`src/rtl/swmf_pkg.sv`:
```
// Shared types and constants for the sliding window median filter.
// No dependencies; imported by swmf_ctrl, swmf_datapath and the top level.
`default_nettype none

package swmf_pkg;

  localparam int DEFAULT_WINDOW_SIZE = 8;
  localparam int SAMPLE_W            = 16;

  // Commands from the controller to the datapath.
  typedef struct packed {
    logic store;     // write the accepted item into the window
    logic scan;      // issue the next rank candidate
    logic load_out;  // load the result register
  } swmf_cmd_t;

  // Status from the datapath to the controller.
  typedef struct packed {
    logic full;      // window holds WINDOW_SIZE samples
    logic last_idx;  // candidate index is on the final entry
  } swmf_status_t;

endpackage : swmf_pkg

`default_nettype wire

```
`src/rtl/swmf_datapath.sv`:
```
// Datapath: cyclic sample window, rank scan over the window and result register.
// Depends on swmf_pkg for the command/status structs and sample width.
`default_nettype none

module swmf_datapath #(
  parameter int WINDOW_SIZE = swmf_pkg::DEFAULT_WINDOW_SIZE
) (
  input  wire logic                            clk,
  input  wire logic                            rst,
  input  wire swmf_pkg::swmf_cmd_t             cmd,
  output      swmf_pkg::swmf_status_t          status,
  input  wire logic [swmf_pkg::SAMPLE_W-1:0]   sample,
  output      logic [swmf_pkg::SAMPLE_W-1:0]   median,
  output      logic                            window_full
);
  import swmf_pkg::*;

  localparam int IW = (WINDOW_SIZE > 1) ? $clog2(WINDOW_SIZE) : 1;
  localparam int CW = $clog2(WINDOW_SIZE + 1);
  localparam logic [IW-1:0] LAST_SLOT = IW'(WINDOW_SIZE - 1);
  localparam logic [CW-1:0] FILL_MAX  = CW'(WINDOW_SIZE);
  localparam logic [CW-1:0] K_LO      = CW'(WINDOW_SIZE / 2 - 1);
  localparam logic [CW-1:0] K_HI      = CW'(WINDOW_SIZE / 2);
  localparam bit            ODD_SIZE  = (WINDOW_SIZE % 2) == 1;

  logic [SAMPLE_W-1:0]    win [WINDOW_SIZE];
  logic [IW-1:0]          slot;
  logic [CW-1:0]          fill;
  logic [IW-1:0]          idx;
  logic                   s1_valid;
  logic [SAMPLE_W-1:0]    s1_cand;
  logic [WINDOW_SIZE-1:0] s1_lt;
  logic [WINDOW_SIZE-1:0] s1_le;
  logic [SAMPLE_W-1:0]    lo_val;
  logic [SAMPLE_W-1:0]    hi_val;
  logic [SAMPLE_W-1:0]    cand;
  logic [WINDOW_SIZE-1:0] lt_vec;
  logic [WINDOW_SIZE-1:0] le_vec;
  logic [CW-1:0]          lt_cnt;
  logic [CW-1:0]          le_cnt;
  logic [SAMPLE_W:0]      pair_sum;
  logic [SAMPLE_W-1:0]    med_val;

  assign status.full     = (fill == FILL_MAX);
  assign status.last_idx = (idx == LAST_SLOT);

  // Compare the candidate against every entry in parallel.
  assign cand = win[idx];
  always_comb begin
    for (int j = 0; j < WINDOW_SIZE; j++) begin
      lt_vec[j] = win[j] <  cand;
      le_vec[j] = win[j] <= cand;
    end
  end

  assign lt_cnt = CW'($countones(s1_lt));
  assign le_cnt = CW'($countones(s1_le));

  assign pair_sum = {1'b0, lo_val} + {1'b0, hi_val};
  assign med_val  = ODD_SIZE ? hi_val : pair_sum[SAMPLE_W:1];

  always_ff @(posedge clk) begin
    if (rst) begin
      slot     <= '0;
      fill     <= '0;
      idx      <= '0;
      s1_valid <= 1'b0;
    end else begin
      if (cmd.store) begin
        win[slot] <= sample;
        slot      <= (slot == LAST_SLOT) ? '0 : slot + 1'b1;
        if (fill != FILL_MAX) begin
          fill <= fill + 1'b1;
        end
      end
      s1_valid <= cmd.scan;
      if (cmd.scan) begin
        idx <= status.last_idx ? '0 : idx + 1'b1;
      end
    end
  end

  // Payload registers: rank stage and result register.
  always_ff @(posedge clk) begin
    if (cmd.scan) begin
      s1_cand <= cand;
      s1_lt   <= lt_vec;
      s1_le   <= le_vec;
    end
    // A candidate sits at sorted position k when lt <= k < le.
    if (s1_valid) begin
      if (lt_cnt <= K_LO && K_LO < le_cnt) begin
        lo_val <= s1_cand;
      end
      if (lt_cnt <= K_HI && K_HI < le_cnt) begin
        hi_val <= s1_cand;
      end
    end
    if (cmd.load_out) begin
      median      <= status.full ? med_val : '0;
      window_full <= status.full;
    end
  end

  a_fill_bound: assert property (@(posedge clk) disable iff (rst) fill <= FILL_MAX)
    else $error("fill count beyond window size");
  a_slot_bound: assert property (@(posedge clk) disable iff (rst) slot <= LAST_SLOT)
    else $error("write slot beyond window");
  a_store_not_scan: assert property (@(posedge clk) disable iff (rst)
                                     !(cmd.store && (cmd.scan || s1_valid)))
    else $error("window written during rank scan");

endmodule : swmf_datapath

`default_nettype wire

```
`src/rtl/swmf_ctrl.sv`:
```
// Controller: sequences store, rank scan (once the window is full) and result load for each item.
// Depends on swmf_pkg for the command/status structs.
`default_nettype none

module swmf_ctrl (
  input  wire logic                    clk,
  input  wire logic                    rst,
  input  wire logic                    sample_valid,
  output      logic                    sample_stall,
  output      logic                    result_valid,
  input  wire logic                    result_stall,
  output      swmf_pkg::swmf_cmd_t     cmd,
  input  wire swmf_pkg::swmf_status_t  status
);
  import swmf_pkg::*;

  typedef enum logic [2:0] {
    IDLE,
    CHECK,
    SCAN,
    DRAIN,
    DONE
  } state_t;

  state_t state;
  logic   accept;
  logic   out_free;

  assign accept   = sample_valid && !sample_stall;
  assign out_free = !result_valid || !result_stall;

  always_comb begin
    cmd          = '0;
    cmd.store    = accept;
    cmd.scan     = (state == SCAN);
    cmd.load_out = (state == DONE) && out_free;
  end

  always_ff @(posedge clk) begin
    if (rst) begin
      state        <= IDLE;
      sample_stall <= 1'b0;
      result_valid <= 1'b0;
    end else begin
      // drop the taken result unless a new one replaces it this cycle
      if (result_valid && !result_stall && !cmd.load_out) begin
        result_valid <= 1'b0;
      end
      unique case (state)
        IDLE: begin
          if (accept) begin
            state        <= CHECK;
            sample_stall <= 1'b1;
          end
        end
        CHECK: begin
          state <= status.full ? SCAN : DONE;
        end
        SCAN: begin
          if (status.last_idx) begin
            state <= DRAIN;
          end
        end
        DRAIN: begin
          // last rank candidate settles here
          state <= DONE;
        end
        DONE: begin
          if (out_free) begin
            result_valid <= 1'b1;
            sample_stall <= 1'b0;
            state        <= IDLE;
          end
        end
        default: begin
          state <= IDLE;
        end
      endcase
    end
  end

  a_no_overwrite: assert property (@(posedge clk) disable iff (rst)
                                   cmd.load_out |-> (!result_valid || !result_stall))
    else $error("pending result overwritten");
  a_accept_check: assert property (@(posedge clk) disable iff (rst)
                                   accept |=> (state == CHECK))
    else $error("accepted item not checked next cycle");
  a_scan_end: assert property (@(posedge clk) disable iff (rst)
                               (state == SCAN && status.last_idx) |=> (state == DRAIN))
    else $error("rank scan overran the window");
  a_busy_stall: assert property (@(posedge clk) disable iff (rst)
                                 (state != IDLE) |-> sample_stall)
    else $error("input open while busy");

endmodule : swmf_ctrl

`default_nettype wire

```
`src/rtl/sliding_window_median_filter.sv`:
```
// Sliding window median filter: each sample item gives one result item.
// Input channel sample_valid/sample_stall carries sample; output channel
// result_valid/result_stall carries median and window_full.
// Each accepted sample fills the next window slot, overwriting the oldest
// entry once the window is full. Until WINDOW_SIZE samples have arrived the
// result is median 0 with window_full low; after that it is the median of the
// window (mean of the two middle values, floored, for an even size).
// One item is in work at a time: the next sample is taken only after the result
// of the last one has been loaded. While filling, an item passes the check state
// and the result load; once full, the check is followed by the rank scan, which
// ranks one window entry per cycle against all entries, then a count stage and
// the result load.
// The result sits in an output register; a stalled result holds there while
// the next sample is taken and scanned, and that next result waits for it.
// Reset (rst, synchronous) empties the window and drops any pending result.
// Depends on swmf_pkg, swmf_ctrl and swmf_datapath.
`default_nettype none

module sliding_window_median_filter #(
  parameter int WINDOW_SIZE = swmf_pkg::DEFAULT_WINDOW_SIZE
) (
  input  wire logic                           clk,
  input  wire logic                           rst,
  input  wire logic                           sample_valid,
  output      logic                           sample_stall,
  input  wire logic [swmf_pkg::SAMPLE_W-1:0]  sample,
  output      logic                           result_valid,
  input  wire logic                           result_stall,
  output      logic [swmf_pkg::SAMPLE_W-1:0]  median,
  output      logic                           window_full
);
  import swmf_pkg::*;

  swmf_cmd_t    cmd;
  swmf_status_t status;

  swmf_ctrl u_ctrl (
    .clk          (clk),
    .rst          (rst),
    .sample_valid (sample_valid),
    .sample_stall (sample_stall),
    .result_valid (result_valid),
    .result_stall (result_stall),
    .cmd          (cmd),
    .status       (status)
  );

  swmf_datapath #(
    .WINDOW_SIZE (WINDOW_SIZE)
  ) u_datapath (
    .clk         (clk),
    .rst         (rst),
    .cmd         (cmd),
    .status      (status),
    .sample      (sample),
    .median      (median),
    .window_full (window_full)
  );

endmodule : sliding_window_median_filter

`default_nettype wire
```
`config.mk`:
```
export PLATFORM = sky130hd
export DESIGN_NAME = sliding_window_median_filter
export DESIGN_NICKNAME = d
export VERILOG_FILES = /design/src/rtl/swmf_pkg.sv /design/src/rtl/swmf_datapath.sv /design/src/rtl/swmf_ctrl.sv /design/src/rtl/sliding_window_median_filter.sv
export SDC_FILE = /design/constraint.sdc
export NUM_CORES = 1
export LEC_CHECK = 0
export BUFFER_PORTS_ARGS = -buffer_cell sky130_fd_sc_hd__buf_2
export CAP_MARGIN = 20
export CORE_ASPECT_RATIO = 1.2
export CORE_UTILIZATION = 57
export DETAILED_ROUTE_END_ITERATION = 10
export PLACE_DENSITY = 0.75
export RECOVER_POWER = 25
export SLEW_MARGIN = 15
export SYNTH_ARGS = -nofsm -noshare
export SYNTH_HDL_FRONTEND = slang
export SYNTH_SLANG_ARGS = --single-unit
```
`constraint.sdc`:
```
create_clock -name clk -period 3.69 [get_ports clk]
set_clock_uncertainty 0.2 [all_clocks]
set_input_delay 0.369 -clock clk [delete_from_list [all_inputs] [get_ports clk]]
set_output_delay 0.369 -clock clk [all_outputs]
set_load 0.01 [all_outputs]
```
---- Word level (Yosys, flattened, before mapping) ----
Memories as Yosys holds them, arrays and structs flattened. A register that Yosys moved wholly into a read port is not among the register bits.
Index checks and enable logic that the tools add are counted.
operators by class
  add/subtract/negate cells ............... 18
  order comparisons ....................... 20
  equality and inequality tests ........... 11
  muxes and demuxes ....................... 18
  reductions and logical operators ........ 18
operator list
  kind                                                 count
  <= comparator 16 bit                                 8
  < comparator 16 bit                                  8
  adder 4 bit                                          6
  two-way mux 3 bit                                    8
  adder 16 x 16 -> 17 bit                              1
  adder 1 x 1 -> 2 bit                                 8
  case mux 3 bit (5 select lines)                      1
  == test 3 bit, second input constant                 3
  two-way mux 1 bit                                    8
  adder 3 x 1 -> 3 bit, second input constant          2
  == test 3 x 2 -> 1 bit, second input constant        2
  logical AND 1 bit                                    6
  AND reduction 2 bit                                  3
  AND reduction 3 bit                                  2
  adder 4 x 1 -> 4 bit, second input constant          1
  == test 4 bit, second input constant                 1
  <= comparator 4 x 2 -> 1 bit, second input constant  1
  <= comparator 4 x 3 -> 1 bit, second input constant  1
  zero test 1 bit                                      4
  < comparator 2 x 4 -> 1 bit, first input constant    1
  < comparator 3 x 4 -> 1 bit, first input constant    1
  != test 2 x 1 -> 1 bit, second input constant        2
  != test 4 bit, second input constant                 1
  == test 3 x 1 -> 1 bit, second input constant        1
  other kinds (5)                                      5
word-level totals
  register bits after elaboration ......... 97
  memory bits (writable) .................. 128
  bits of input ports ..................... 20
  output and inout port bits .............. 19
  logic and storage cells ................. 100
  memories ................................ 1
memory list
  memory          depth  bits a word  rd ports  clocked after Yosys merged registers in  wr ports  line                 RTL
  u_datapath.win  8      16           9         1                                        1         swmf_datapath.sv:26  logic [SAMPLE_W-1:0] win [WINDOW_SIZE];

---- Depth between registers and ports, before layout ----
  depth in word-level cells ............... 8
  depth in mapped cells ................... 11
  depth with buffers taken out ............ 10

---- Modules after synthesis ----
A second synthesis with hierarchy kept.
unflattened totals
  cells, all modules ...................... 896
  area total of the unflattened synthesis .. 12324.3 sq um
modules (own cells, without submodules)
  module         times used  cells an instance  area an instance (sq um)  sequential area each (sq um)
  swmf_datapath  1           872                12101.6                   6556.3
  swmf_ctrl      1           24                 222.7                     100.1

---- Worst setup path before layout ----
OpenSTA, ideal clock, no wires.
  kind .................................... register -> register
  from .................................... reg u_datapath.s1_le[6]
  to ...................................... reg u_datapath.lo_val[0], enable pin
  library setup time ...................... 390 ps
  arrival ................................. 3276 ps
  required time ........................... 3100 ps
  path slack .............................. -176 ps
  cell stages (with the launch flop) ...... 11
  path buffers ............................ 0
  clock period less this slack ............ 3866 ps
  path through ............................ edfxtp_1 ha_1 inv_1 fa_1 inv_1 fa_1 ha_1 fa_1 nor2_1 nor3b_1 nor2b_1
between the ends
  cells in the longest elaborated chain, start to end .. 6
ends and longest elaborated chain
  what                                             line                 RTL
  start: declaration                               swmf_datapath.sv:33  logic [WINDOW_SIZE-1:0] s1_le;
  start signal: assignment                         swmf_datapath.sv:88  s1_le <= le_vec;
  adder 1 x 1 -> 2 bit (not written as such)       swmf_datapath.sv:57  assign le_cnt = CW'($countones(s1_le));
  adder 4 bit (not written as such) (2 in series)  swmf_datapath.sv:57
  < comparator 2 x 4 -> 1 bit                      swmf_datapath.sv:92  if (lt_cnt <= K_LO && K_LO < le_cnt) begin
  logical AND 1 bit                                swmf_datapath.sv:92
  AND reduction 2 bit (no source line)             n/a
  end signal: assignment                           swmf_datapath.sv:93  lo_val <= s1_cand;
  end: declaration                                 swmf_datapath.sv:34  logic [SAMPLE_W-1:0] lo_val;
No other way between the ends.
A chain may end at the register's enable or synchronous reset.

---- Worst setup path after layout ----
  from .................................... reg u_datapath.s1_le[6]
  to ...................................... reg u_datapath.hi_val[4], enable pin
between the ends
  cells in the longest elaborated chain, start to end .. 6
ends and longest elaborated chain
  what                                             line                 RTL
  adder 1 x 1 -> 2 bit (not written as such)       swmf_datapath.sv:57
  adder 4 bit (not written as such) (2 in series)  swmf_datapath.sv:57
  < comparator 3 x 4 -> 1 bit                      swmf_datapath.sv:95  if (lt_cnt <= K_HI && K_HI < le_cnt) begin
  logical AND 1 bit                                swmf_datapath.sv:95
  AND reduction 2 bit (no source line)             n/a
  end signal: assignment                           swmf_datapath.sv:96  hi_val <= s1_cand;
  end: declaration                                 swmf_datapath.sv:35  logic [SAMPLE_W-1:0] hi_val;
No other way between the ends.

==> out/results.tsv <==
stage	metric	value	unit
sta	post-route-period-util	93.8	%
route	drt_wl_total	26400	um
floorplan	dieArea	0.0219	mm^2
cts	clock-sinks	228	
worst_setup_path	arrival	3.48	ns
power_and_ir_drop	p_per_area	390	mW/mm^2
floorplan	start_util	58.0	%
finish	fin_cells	1278	
yosys	synth_area_per_cell	13.7	um^2
global_routing	grt.overflow.total	0	
finish	drive_gt1_share	14.5	%
yosys	ys.flop_type	edfxtp_1	
yosys	synthCells	885	
finish	layout.nets	1181	
worst_setup_path	crit_type	reg2reg	
cts	cts_max_level	1	
floorplan	fp.dieW	135	um
worst_setup_path	crit_required	3.71	ns
global_routing	grt_antenna_before_repair	0	
floorplan	rows	58	
yosys	synth_fp_nets	1075	
cts	post_cts_buffers	0	
sta	period_minus_slack	3.46	ns
route	first_iter_violations	507	
yosys	ys_ff_latch	228	
route	avgViaCountPerCell	6.06	
floorplan	io_pins	39	
placed_design	dpl-instance-area	0.0130	mm^2
placed_design	gp_congestion	0.898	
run_status	outcome	completed	
sta	slew_viol_final	0	
global_routing	grt_max_degree	35	
route	drc	0	
yosys	ys_seq_area_share	54.7	%
power_and_ir_drop	finalPower	5420	uW
cts	cts_tree	done	
floorplan	core	0.0210	mm^2
floorplan	die_height	162	um
sta	setup_viol	0	
yosys	yosys.area.top_type	edfxtp_1	
sta	tns	0	ns
route	wl_per_cell	20.6	um
cts	clk_latency	0.52	ns
cts	path_clk_slew	0.06	ns
worst_setup_path	critical_path.max_fanout	16	
sta	max_slew_margin	63.6	%
sta	tightest_slew	0.533	ns
yosys	synth_top_area_share	51.6	%
cts	numCtsBuffers	24	
route	num_vias	7743	
worst_setup_path	cp-end-kind	flop	
yosys	yosysUniqueCellTypes	57	
route	dr.pass1.iters	5	
sta	fmax	289	MHz
flow_run	drv_cap	0	
yosys	ys_warn_count	0	
finish	diodes	0	
placed_design	portBuffers	38	
placed_design	dp_cells	1218	
min_path	hp-class	in2reg	
finish	syn2layout_area_growth	14.3	%
finish	final_cell_area	0.0139	mm^2
cts	root_buffer	clkbuf_16	
yosys	yosys-top-cells-area	edfxtp_1 52%, ha_1 17%, mux4_2 5.9%, dfxtp_1 3.1%, a21oi_1 2.4%	
power_and_ir_drop	cellLeakagePower	0.00547	uW
global_routing	grt_pass1_wl	41200	um
sta	finalHoldViolCount	0	
power_and_ir_drop	vdd_drop_max	0.354	mV
placed_design	hpwlAfterDp	19400	um
sta	rsz0062_at_grt	no	
global_routing	grt_usage	25.1	%
global_routing	grt_pass1_vias	8117	
yosys	synth_edf_count	209	
route	ant_nets	0	
yosys	netlist_area	0.0122	mm^2
finish	fillers	1508	
cts	cts_max_path_buffers	3	
worst_setup_path	startpoint_type	flop	
yosys	async_flop_share	0	%
## layout by cell type, fill, tap and decap left out, types with 5 or more instances in the layout
master,Yosys,final
a2111oi_0,5,5
a211oi_1,7,7
a21o_1,21,21
a21oi_1,59,59
and3_1,18,18
and4_1,5,5
buf_12,0,6
buf_2,5,27
buf_4,1,35
clkbuf_1,5,19
clkbuf_16,0,25
dfxtp_1,19,18
dlygate4sd3_1,0,17
edfxtp_1,209,209
fa_1,9,9
ha_1,161,161
inv_1,50,50
mux2i_1,17,17
mux4_2,32,32
nand2_1,42,42
nand2b_1,8,8
nand3_1,14,14
nand4_1,13,13
nor2_1,48,48
nor2b_1,12,11
nor3_1,16,14
o21a_1,11,11
o21ai_0,36,36
xor2_1,5,5
## layer usage
layer | routed length (um) | vias up | track usage (%)
li1 | - | 3671 | -
met1 | 9570 | 3760 | 26.5
met2 | 14400 | 224 | 48.3
met3 | 1220 | 88 | 3.46
met4 | 1180 | 0 | 12.1
met5 | 0 | - | 0
## registers in the layout, summed over array words and instances (netlist names), named ones only
| register | cells |
|---|---|
| u_datapath.win | 128 |
| u_datapath.hi_val | 16 |
| u_datapath.lo_val | 16 |
| u_datapath.median | 16 |
| u_datapath.s1_cand | 16 |
| u_datapath.s1_le | 8 |
| u_datapath.s1_lt | 8 |
| u_datapath.fill | 4 |
| u_ctrl.state | 3 |
| u_datapath.idx | 3 |
| u_datapath.slot | 3 |
| u_ctrl.result_valid | 1 |
| u_ctrl.sample_stall | 1 |
| u_datapath.s1_valid | 1 |
| u_datapath.window_full | 1 |
## Yosys cell counts, types with 3 or more instances
cell and n:
inv_1 50, nor2_1 48, and4_1 5, o21ai_0 36
mux2i_1 17, edfxtp_1 209, mux4_2 32, buf_2 5
dfxtp_1 19, xor2_1 5, a41o_1 4, nor3b_1 5
clkbuf_1 5, ha_1 161, nor3_1 16, o211ai_1 3
nand3_1 14, nand2b_1 8, a211oi_1 7, a21oi_1 59
nor2b_1 12, and3_1 18, o21a_1 11, nand2_1 42
buf_1 3, o31ai_1 3, nand4_1 13, o311a_1 3
o21bai_1 4, fa_1 9, a2111oi_0 5, a21o_1 21
## cells by family after synthesis
logic type	count (synthesis)	share of synthesized area, %
simple gates	191	7.88
mux	49	7.33
compound gates	174	9.24
flops	228	54.7
xor+xnor	7	0.504
buf+inv	66	2.24
fa+ha+maj	170	18.1
## report_power, final
part | switching (uW) | total, uW | internal, uW
registers | 16.2 | 2850 | 2830
clock network | 954 | 2270 | 1310
logic | 175 | 302 | 128
## critical path: stages (launching register included)
cell      delay [ns]
edfxtp_1        0.37
ha_1            0.30
inv_1           0.06
fa_1            0.41
inv_1           0.09
fa_1            0.42
ha_1            0.22
fa_1            0.48
nor2_1          0.05
nor3b_2         0.18
o311a_1         0.24
buf_12          0.16
## repair_timing
item                                    CTS  global route
gates resized for setup                   0             1
hold buffers                             17             0
endpoints found under the setup margin    0            32
hold endpoints to repair                129             0
## per-stage QoR
stage / worst slack (ns) / util [%] / hold WS [ns]
detailed placement: 0.144 / 62.0 / 0.231
floorplan: 0.107 / - / 0.221
global placement: 0.274 / 62.0 / 0.223
global route: 0.0706 / 66.3 / 0.0371
finish: 0.229 / 66.3 / 0.0149
CTS: 0.132 / 66.3 / 0.00839
## path summary, 6_finish.rpt
path | from | endpoint | slack, ns | cells after the start
min | rst | u_ctrl.sample_stall$_SDFFE_PP0P_ | 0.01 | 2
max reg2reg | u_datapath.s1_le[6]$_DFFE_PP_ | u_datapath.hi_val[4]$_DFFE_PP_ | 0.23 | 11
max | u_datapath.s1_le[6]$_DFFE_PP_ | u_datapath.hi_val[4]$_DFFE_PP_ | 0.23 | 11
min reg2reg | u_datapath.s1_cand[1]$_DFFE_PP_ | u_datapath.hi_val[1]$_DFFE_PP_ | 0.24 | 0
## cell type report
class	count	area (um^2)	share of cell area, %
well taps	270	338	2.43
clock inverters	10	80.1	0.576
flip-flops and latches	228	6660	47.9
repair buffers	96	729	5.25
clock buffers	33	656	4.72
inverters	50	188	1.35
multi-input cells	591	5250	37.8
(Power assumes the default switching activity.)
